$ cat src/hw/rtl/tlpd_pkg.sv
// ----------------------------------------------------------------------------
// tlpd_pkg
// Types and constants shared by the two-level priority dispatcher.
// ----------------------------------------------------------------------------
package tlpd_pkg;

  typedef enum logic [1:0] {
    REQ_NORMAL = 2'd0,
    REQ_URGENT = 2'd1,
    REQ_TAKE   = 2'd2,
    REQ_RSVD   = 2'd3
  } req_type_t;

  typedef enum logic [1:0] {
    ST_OK    = 2'd0,
    ST_FULL  = 2'd1,
    ST_EMPTY = 2'd2
  } status_t;

  typedef enum logic [1:0] {
    SRC_NONE = 2'd0,
    SRC_HEAP = 2'd1,
    SRC_FIFO = 2'd2
  } source_t;

  localparam logic [3:0] NORMAL_URGENCY = 4'd1;

  typedef struct packed {
    logic [1:0]  req_type;
    logic [3:0]  urgency;
    logic [15:0] payload_tag;
  } in_item_t;

  typedef struct packed {
    logic [1:0]  status;
    logic [1:0]  source;
    logic [3:0]  out_urgency;
    logic [15:0] out_tag;
  } out_item_t;

  typedef enum logic [3:0] {
    S_IDLE,
    S_FIFO_RD,
    S_FIFO_WAIT,
    S_UP_RD,
    S_UP_WAIT,
    S_UP_CMP,
    S_POP_RD,
    S_POP_WAIT,
    S_POP_ROOT,
    S_DN_RD,
    S_DN_WAIT,
    S_DN_CMP,
    S_DONE
  } state_t;

  // controller -> datapath commands
  typedef struct packed {
    logic load_req;
    logic fifo_push;
    logic fifo_rd;
    logic fifo_pop;
    logic up_start;
    logic up_rd;
    logic up_step;
    logic pop_rd;
    logic pop_root;
    logic dn_rd;
    logic dn_step;
    logic set_full;
    logic set_empty;
    logic set_ok;
  } cmd_t;

  // datapath -> controller status
  typedef struct packed {
    logic fifo_full;
    logic fifo_empty;
    logic heap_full;
    logic heap_empty;
    logic up_done;
    logic dn_done;
  } stat_t;

endpackage

$ cat src/hw/rtl/two_level_priority_dispatcher_top.sv
// ----------------------------------------------------------------------------
// two_level_priority_dispatcher_top
// Urgent items in a binary max-heap, normal items in a circular FIFO.
// ----------------------------------------------------------------------------
// Input channel (in_valid/in_stall/in_data) carries one request: add normal,
// add urgent, or take next. Each request gives exactly one result on the
// output channel (out_valid/out_stall/out_data).
// One request is handled at a time; in_stall is high from acceptance until
// the result is taken. A heap insert climbs and a heap take descends at most
// log2(HEAP_DEPTH) levels; each sift step waits on the registered heap RAM
// read data.
// Reset clears the counters and pointers; storage contents are not cleared.
// If out_stall is high the result stays on out_data and no new request
// is taken until it goes low.
// ----------------------------------------------------------------------------
module two_level_priority_dispatcher_top #(
  parameter int HEAP_DEPTH = 64,
  parameter int FIFO_DEPTH = 64
) (
  input  logic                clk,
  input  logic                rst,
  input  logic                in_valid,
  output logic                in_stall,
  input  tlpd_pkg::in_item_t  in_data,
  output logic                out_valid,
  input  logic                out_stall,
  output tlpd_pkg::out_item_t out_data
);
  import tlpd_pkg::*;

  cmd_t  cmd;
  stat_t stat;

  tlpd_ctrl u_ctrl (
    .clk, .rst, .in_valid, .in_stall, .in_req(in_data.req_type),
    .out_valid, .out_stall, .stat, .cmd
  );

  tlpd_datapath #(.HEAP_DEPTH(HEAP_DEPTH), .FIFO_DEPTH(FIFO_DEPTH)) u_dp (
    .clk, .rst, .in_item(in_data), .cmd, .stat, .res(out_data)
  );

endmodule

$ cat src/hw/rtl/tlpd_ram.sv
// ----------------------------------------------------------------------------
// tlpd_ram
// Generic single-write, dual-read RAM with registered read data.
// ----------------------------------------------------------------------------
module tlpd_ram #(
  parameter int WIDTH = 16,
  parameter int DEPTH = 64
) (
  input  logic                     clk,
  input  logic                     we,
  input  logic [$clog2(DEPTH)-1:0] waddr,
  input  logic [WIDTH-1:0]         wdata,
  input  logic [$clog2(DEPTH)-1:0] raddr_a,
  output logic [WIDTH-1:0]         rdata_a,
  input  logic [$clog2(DEPTH)-1:0] raddr_b,
  output logic [WIDTH-1:0]         rdata_b
);

  logic [WIDTH-1:0] mem [DEPTH];

  always_ff @(posedge clk) begin
    if (we) begin
      mem[waddr] <= wdata;
    end
    rdata_a <= mem[raddr_a];
    rdata_b <= mem[raddr_b];
  end

endmodule

$ cat src/hw/rtl/tlpd_datapath.sv
// ----------------------------------------------------------------------------
// tlpd_datapath
// Heap and FIFO storage, counters, sift index and result register.
// ----------------------------------------------------------------------------
module tlpd_datapath #(
  parameter int HEAP_DEPTH = 64,
  parameter int FIFO_DEPTH = 64
) (
  input  logic                clk,
  input  logic                rst,
  input  tlpd_pkg::in_item_t  in_item,
  input  tlpd_pkg::cmd_t      cmd,
  output tlpd_pkg::stat_t     stat,
  output tlpd_pkg::out_item_t res
);
  import tlpd_pkg::*;

  localparam int HAW = $clog2(HEAP_DEPTH);
  localparam int HIW = $clog2(HEAP_DEPTH + 1);   // 1-based index / count
  localparam int FAW = $clog2(FIFO_DEPTH);
  localparam int FCW = $clog2(FIFO_DEPTH + 1);
  localparam int HEW = 20;                        // key + tag

  in_item_t          req;
  logic [HIW-1:0]    heap_count;
  logic [HIW:0]      idx;        // current 1-based position, one spare bit
  logic [HEW-1:0]    cur;        // entry being sifted
  logic [FAW-1:0]    fifo_head, fifo_tail;
  logic [FCW-1:0]    fifo_count;

  // heap ram
  logic            h_we;
  logic [HAW-1:0]  h_waddr, h_ra, h_rb;
  logic [HEW-1:0]  h_wdata, h_qa, h_qb;
  // fifo ram
  logic [15:0]     f_qa, f_qb;

  logic [HIW:0]    parent, lchild, rchild;
  logic            l_ok, r_ok, l_big, r_big;
  logic [HIW:0]    big_idx;
  logic [HEW-1:0]  big_ent;

  assign parent = idx >> 1;
  assign lchild = {idx[HIW-1:0], 1'b0};
  assign rchild = {idx[HIW-1:0], 1'b1};

  // read ports: a = parent, left child or root, b = right child or last entry
  always_comb begin
    h_ra = '0;
    h_rb = '0;
    if (cmd.up_rd) begin
      h_ra = HAW'(parent - 1'b1);
    end else if (cmd.dn_rd) begin
      h_ra = HAW'(lchild - 1'b1);
      h_rb = HAW'(rchild - 1'b1);
    end else if (cmd.pop_rd) begin
      h_ra = '0;
      h_rb = HAW'(heap_count - 1'b1);
    end
  end

  // sift-down choice, left first, strict compares
  assign l_ok  = lchild <= (HIW+1)'(heap_count);
  assign r_ok  = rchild <= (HIW+1)'(heap_count);
  assign l_big = l_ok && (h_qa[19:16] > cur[19:16]);
  always_comb begin
    big_idx = idx;
    big_ent = cur;
    if (l_big) begin
      big_idx = lchild;
      big_ent = h_qa;
    end
    r_big = r_ok && (h_qb[19:16] > big_ent[19:16]);
    if (r_big) begin
      big_idx = rchild;
      big_ent = h_qb;
    end
  end

  // writes: up_step moves parent down or parks cur; dn_step moves child up or parks cur
  always_comb begin
    h_we    = 1'b0;
    h_waddr = HAW'(idx - 1'b1);
    h_wdata = cur;
    if (cmd.up_step) begin
      h_we = 1'b1;
      if (!stat.up_done) begin
        h_wdata = h_qa;
      end
    end else if (cmd.dn_step) begin
      h_we = 1'b1;
      if (!stat.dn_done) begin
        h_wdata = big_ent;
      end
    end
  end

  assign stat.up_done    = (idx <= (HIW+1)'(1)) ||
                           !(cur[19:16] > h_qa[19:16]);
  assign stat.dn_done    = (big_idx == idx);
  assign stat.heap_full  = heap_count == HIW'(HEAP_DEPTH);
  assign stat.heap_empty = heap_count == '0;
  assign stat.fifo_full  = fifo_count == FCW'(FIFO_DEPTH);
  assign stat.fifo_empty = fifo_count == '0;

  tlpd_ram #(.WIDTH(HEW), .DEPTH(HEAP_DEPTH)) u_heap (
    .clk, .we(h_we), .waddr(h_waddr), .wdata(h_wdata),
    .raddr_a(h_ra), .rdata_a(h_qa), .raddr_b(h_rb), .rdata_b(h_qb)
  );

  tlpd_ram #(.WIDTH(16), .DEPTH(FIFO_DEPTH)) u_fifo (
    .clk, .we(cmd.fifo_push), .waddr(fifo_tail), .wdata(req.payload_tag),
    .raddr_a(fifo_head), .rdata_a(f_qa), .raddr_b(fifo_head), .rdata_b(f_qb)
  );

  always_ff @(posedge clk) begin
    if (rst) begin
      heap_count <= '0;
      fifo_head  <= '0;
      fifo_tail  <= '0;
      fifo_count <= '0;
    end else begin
      if (cmd.fifo_push) begin
        fifo_tail  <= (fifo_tail == FAW'(FIFO_DEPTH - 1)) ? '0 : fifo_tail + 1'b1;
        fifo_count <= fifo_count + 1'b1;
      end
      if (cmd.fifo_pop) begin
        fifo_head  <= (fifo_head == FAW'(FIFO_DEPTH - 1)) ? '0 : fifo_head + 1'b1;
        fifo_count <= fifo_count - 1'b1;
      end
      if (cmd.up_start) begin
        heap_count <= heap_count + 1'b1;
      end
      if (cmd.pop_root) begin
        heap_count <= heap_count - 1'b1;
      end
    end
  end

  always_ff @(posedge clk) begin
    if (cmd.load_req) begin
      req <= in_item;
      res <= '{status: ST_OK, source: SRC_NONE, out_urgency: '0, out_tag: '0};
    end
    if (cmd.set_full) begin
      res.status <= ST_FULL;
    end
    if (cmd.set_empty) begin
      res.status <= ST_EMPTY;
    end
    if (cmd.up_start) begin
      idx <= (HIW+1)'(heap_count) + 1'b1;
      cur <= {req.urgency, req.payload_tag};
    end
    if (cmd.up_step && !stat.up_done) begin
      idx <= parent;
    end
    if (cmd.fifo_pop) begin
      res.source      <= SRC_FIFO;
      res.out_urgency <= NORMAL_URGENCY;
      res.out_tag     <= f_qa;
    end
    if (cmd.pop_root) begin
      res.source      <= SRC_HEAP;
      res.out_urgency <= h_qa[19:16];
      res.out_tag     <= h_qa[15:0];
      cur             <= h_qb;
      idx             <= (HIW+1)'(1);
    end
    if (cmd.dn_step && !stat.dn_done) begin
      idx <= big_idx;
    end
  end

  logic unused_ok;
  assign unused_ok = cmd.fifo_rd ^ cmd.set_ok ^ (|f_qb);

endmodule

$ cat src/hw/rtl/tlpd_ctrl.sv
// ----------------------------------------------------------------------------
// tlpd_ctrl
// Request sequencer: decodes a request and steps the heap sift loops.
// ----------------------------------------------------------------------------
module tlpd_ctrl (
  input  logic                clk,
  input  logic                rst,
  input  logic                in_valid,
  output logic                in_stall,
  input  logic [1:0]          in_req,
  output logic                out_valid,
  input  logic                out_stall,
  input  tlpd_pkg::stat_t     stat,
  output tlpd_pkg::cmd_t      cmd
);
  import tlpd_pkg::*;

  state_t state, state_next;
  req_type_t rq;
  logic [1:0] rq_type;

  assign in_stall  = (state != S_IDLE);
  assign out_valid = (state == S_DONE);

  always_ff @(posedge clk) begin
    if (rst) begin
      state   <= S_IDLE;
      rq_type <= '0;
    end else begin
      state <= state_next;
      if (state == S_IDLE && in_valid) begin
        rq_type <= in_req;
      end
    end
  end
  assign rq = req_type_t'(rq_type);

  always_comb begin
    state_next = state;
    case (state)
      S_IDLE:      if (in_valid) state_next = S_FIFO_RD;
      S_FIFO_RD: begin
        case (rq)
          REQ_NORMAL: state_next = S_DONE;
          REQ_URGENT: state_next = stat.heap_full ? S_DONE : S_UP_RD;
          REQ_TAKE: begin
            if (!stat.heap_empty)      state_next = S_POP_RD;
            else if (!stat.fifo_empty) state_next = S_FIFO_WAIT;
            else                       state_next = S_DONE;
          end
          default:    state_next = S_DONE;
        endcase
      end
      S_FIFO_WAIT: state_next = S_DONE;
      S_UP_RD:     state_next = S_UP_WAIT;
      S_UP_WAIT:   state_next = S_UP_CMP;
      S_UP_CMP:    state_next = stat.up_done ? S_DONE : S_UP_WAIT;
      S_POP_RD:    state_next = S_POP_WAIT;
      S_POP_WAIT:  state_next = S_POP_ROOT;
      S_POP_ROOT:  state_next = S_DN_RD;
      S_DN_RD:     state_next = S_DN_WAIT;
      S_DN_WAIT:   state_next = S_DN_CMP;
      S_DN_CMP:    state_next = stat.dn_done ? S_DONE : S_DN_RD;
      S_DONE:      if (!out_stall) state_next = S_IDLE;
      default:     state_next = S_IDLE;
    endcase
  end

  always_comb begin
    cmd = '0;
    case (state)
      S_IDLE:      cmd.load_req = in_valid;
      S_FIFO_RD: begin
        case (rq)
          REQ_NORMAL: begin
            cmd.fifo_push = !stat.fifo_full;
            cmd.set_full  = stat.fifo_full;
          end
          REQ_URGENT: begin
            cmd.up_start = !stat.heap_full;
            cmd.set_full = stat.heap_full;
          end
          REQ_TAKE: begin
            cmd.set_empty = stat.heap_empty && stat.fifo_empty;
            cmd.fifo_rd   = stat.heap_empty && !stat.fifo_empty;
          end
          default:    cmd.set_ok = 1'b1;
        endcase
      end
      S_FIFO_WAIT: cmd.fifo_pop = 1'b1;
      S_UP_RD:     cmd.up_rd    = 1'b1;
      S_UP_WAIT:   cmd.up_rd    = 1'b1;
      S_UP_CMP:    cmd.up_step  = 1'b1;
      S_POP_RD:    cmd.pop_rd   = 1'b1;
      S_POP_WAIT:  cmd.pop_rd   = 1'b1;
      S_POP_ROOT:  cmd.pop_root = 1'b1;
      S_DN_RD:     cmd.dn_rd    = 1'b1;
      S_DN_WAIT:   cmd.dn_rd    = 1'b1;
      S_DN_CMP:    cmd.dn_step  = 1'b1;
      default:     cmd = '0;
    endcase
  end

  // no new request while a result is outstanding
  a_no_accept_busy: assert property (@(posedge clk) disable iff (rst)
    out_valid |-> in_stall) else $error("accept while result pending");
  // result holds while stalled
  a_hold: assert property (@(posedge clk) disable iff (rst)
    (out_valid && out_stall) |=> out_valid) else $error("result dropped");
  // a push never happens on a full fifo
  a_push_ok: assert property (@(posedge clk) disable iff (rst)
    cmd.fifo_push |-> !stat.fifo_full) else $error("push into full fifo");

endmodule

$ cat config.mk
export PLATFORM = sky130hd
export DESIGN_NAME = two_level_priority_dispatcher_top
export DESIGN_NICKNAME = d
export VERILOG_FILES = /design/src/hw/rtl/tlpd_pkg.sv /design/src/hw/rtl/two_level_priority_dispatcher_top.sv /design/src/hw/rtl/tlpd_ram.sv /design/src/hw/rtl/tlpd_datapath.sv /design/src/hw/rtl/tlpd_ctrl.sv
export SDC_FILE = /design/constraint.sdc
export NUM_CORES = 2
export LEC_CHECK = 0
export ABC_AREA = 1
export BUFFER_PORTS_ARGS = -buffer_cell sky130_fd_sc_hd__buf_2
export CORE_MARGIN = 3
export CORE_UTILIZATION = 25
export CTS_BUF_LIST = sky130_fd_sc_hd__clkbuf_4
export CTS_CLUSTER_DIAMETER = 120
export DETAILED_ROUTE_END_ITERATION = 16
export PLACE_DENSITY_LB_ADDON = 0.25
export SLEW_MARGIN = 10
export SYNTH_ARGS = -nofsm -noshare
export SYNTH_HDL_FRONTEND = slang
export SYNTH_SLANG_ARGS = --single-unit
$ cat constraint.sdc
create_clock -name clk -period 4.5 [get_ports clk]
set_clock_uncertainty 0.15 [all_clocks]
set_input_delay 0.9 -clock clk [delete_from_list [all_inputs] [get_ports clk]]
set_output_delay 0.9 -clock clk [all_outputs]
set_load 0.05 [all_outputs]
==> run metrics <==
f_max 242 MHz; final slew viol count 0; Slew @ Worst Pin 1180 ps; CTS Buf Count 674; max-cap violation count 0; EDFF count, synth 2372; TNS Setup 0 ps; CTS tree done; Crit-path slowest cell nor2_1; Post-Synth XOR/XNOR Area 0.152%; crit path time final 4130 ps; placed cell area 125000 sq um; Cell Rows 248; pwr dens 539 nW/um^2; crit share post-route 91.9%; Initial DRC Count 10688; Synth area leader edfxtp_1; peak fanout along the critical path 4; yosys warns 0; clk_lat worst skew 1730 ps; crit path cell chain inv_1, nand2_1, nor2_1, buf_2; multi-input logic area 36300 sq um; largest family of logic cells by synthesized area simple AND/OR/NAND/NOR gates; Yosys top cell area share 61.9%; hold path depth 3; vias in the first global route 87076; top_reg_cell synth edfxtp_1; Fill cells 47903; Leakage 48.7 nW; Critical Path Source Type flop; vias post-DR 93309; syn avg cell area 9.86 sq um; critical path required time 3450 ps; pre-CTS setup slack 233 ps; maximum vdd drop 0.000569 V; synthesized area 115000 sq um; critical path class reg2out; layout cell share with drive strength beyond 1 13.7%; drt first pass iters 6; Simple-Gate Fraction of Synth Area 22.6%; die area 468000 sq um; Synth Net Count 11723; Overall Power 72.2 mW; post-synthesis mux area share 0%; core area 457000 sq um; max_slew headroom 21.3%; #FFs+latches synth 2464; GP Congestion 0.880; Initial Util 25.2%; register area share after synthesis 63.5%; vias per std cell 5.00; CTS Buffer Depth 4; Setup violations, final 0; complex-gate fraction of the synthesized area 8.05%; Die Width 684 microns; final hold vios 0; worst min path class in2reg; number of setup buffers added after CTS 0; count of unique library cells instantiated by Yosys 40; CP Capture Type output pin; dominant cells by area after synthesis edfxtp_1, nand2_1, nand3_1; worst setup margin 366 ps; remaining antenna violation count 0; FF-to-FF path depth 21; FF+latch area 73100 sq um; IO buf count 51; outcome finished clean; H-Tree Level Count 6; Nets 12104; GR Overflow Total 0; chip height 684 microns; unrepaired setup endpoints after global routing false; Worst EP arrival 3080 ps; final WL 451 mm; GRT Total Usage 18.4%; pin count of the biggest net entering global routing 150; slowest stage delay, CP 580 ps; Routed WL per cell 24.2 microns; clock sink count 2464; Mapped Cells 11665; Worst-path clk slew 60 ps; IO Pins 52; first-pass GRT wire length 638 mm; Final HPWL DP 256 mm; DRC 0; asr flop ratio synth 0%; Post-Synth Adder-Cell Area 0.355%; initial antenna violation count 31; clock root buffer master clkbuf_4; P&R area growth vs syn 16.5%; Final Cell Area 134000 sq um
[flip-flops by register name (all words and copies together) (netlist names)]
| name | count |
|---|---|
| u_dp.fifo_head | 6 |
| u_dp.u_fifo.rdata_a | 16 |
| u_dp.res | 24 |
| u_dp.idx | 8 |
| u_dp.fifo_tail | 6 |
| u_dp.u_heap.mem | 1280 |
| u_ctrl.state | 4 |
| u_dp.heap_count | 7 |
| u_dp.cur | 20 |
| u_dp.fifo_count | 7 |
| u_dp.req | 20 |
| u_dp.u_heap.rdata_a | 20 |
| u_dp.u_heap.rdata_b | 20 |
| u_dp.u_fifo.mem | 1024 |
| u_ctrl.rq | 2 |
[power breakdown]
group / internal (mW) / total, mW / leakage (nW) / switching [mW]
Combinational: 5.73 / 23.1 / 21.5 / 17.3
Clock: 10.7 / 20.6 / 5.08 / 9.84
Sequential: 28.0 / 28.5 / 22.1 / 0.540
Total: 44.5 / 72.2 / 48.7 / 27.7
[kinds of logic after synthesis]
group | count (synthesis)
simple gates | 6000
flops | 2464
compound gates | 1638
buf+inv | 1511
fa+ha+maj | 32
xor+xnor | 20
[through the flow]
| stage | hold WS [ps] | utilization (%) | std cells |
|---|---|---|---|
| detailed placement | 314 | 27.3 | 17441 |
| global placement | 306 | 27.3 | 17441 |
| floorplan | 319 | - | 11665 |
| CTS | 35.1 | 29.3 | 18649 |
| global route | 152 | 29.3 | 18658 |
| finish | 289 | 29.3 | 18673 |
[cell type report]
cell class,count,share of cell area [%]
timing repair buffer,560,4.38
inverter,656,1.88
multi-input combinational,7690,27.1
antenna,22,0.0411
clock buffer,996,5.58
clock inverter,160,0.757
tap,6125,5.72
sequential,2464,54.6
[path summary, 6_finish.rpt]
| kind | start | to | slack [ps] |
|---|---|---|---|
| setup reg to reg | u_dp.cur[19] | u_dp.u_heap.mem[27][2] | 390 |
| setup / recovery | u_ctrl.state[0] | out_valid | 370 |
| hold reg to reg | u_dp.res[23] | u_dp.res[23] | 320 |
| hold / removal | rst | u_dp.fifo_head[4] | 290 |
[synth_stat cells (5+ instances only)]
| cell | instances |
|---|---|
| a22oi_1 | 21 |
| nand2_2 | 7 |
| nand2_1 | 2777 |
| o21ai_1 | 106 |
| o21ai_0 | 980 |
| inv_2 | 13 |
| buf_2 | 236 |
| clkbuf_1 | 518 |
| edfxtp_1 | 2372 |
| nand4_1 | 23 |
| xnor2_1 | 5 |
| nand3_1 | 2036 |
| o211ai_1 | 163 |
| nand3b_1 | 222 |
| ha_1 | 31 |
| buf_4 | 28 |
| clkinv_1 | 9 |
| o221ai_1 | 99 |
| a21oi_1 | 98 |
| xor2_1 | 15 |
| nor2_1 | 912 |
| dfxtp_1 | 92 |
| buf_1 | 70 |
| nor3_1 | 15 |
| o22ai_1 | 158 |
| inv_1 | 634 |
[repair_timing]
action | CTS | global route
gates resized for setup | 0 | 7
hold buffers | 52 | 0
setup endpoints to repair | 0 | 774
hold endpoints to repair | 36 | 0
[critical path: cells and delay by family, from the launching register on]
family / cells / cell delay, ps
flip-flops: 1 / 350
AND/OR/NAND/NOR: 2 / 680
buffers and inverters: 2 / 510
[cell usage in the layout, fill, tap and decap left out, drive strengths merged, types with 12 or more instances in the layout]
master       netlist  routed
clkinv             9     129
ha                31      31
xor2              15      15
a22oi             21      21
nand4             23      23
o221ai            99      99
nand3           2036    2036
bufinv             0      12
a21oi             98      98
buf              337     507
edfxtp          2372    2372
o21ai           1087    1087
o211ai           163     163
dlygate4sd3        0      52
o22ai            159     159
dfxtp             92      92
nor2             913     913
clkbuf           518     997
inv              647     669
nand2           2784    2784
nand3b           222     222
nor3              17      17
diode              0      22
[metal layers]
| layer | part of all wire, % | global-route usage [%] |
|---|---|---|
| met1 | 43 | 25.5 |
| met2 | 44 | 27.9 |
| met3 | 9.5 | 4.43 |
| met4 | 3.7 | 6.70 |
| met5 | 0.041 | 0 |
(Power assumes the default switching activity.)
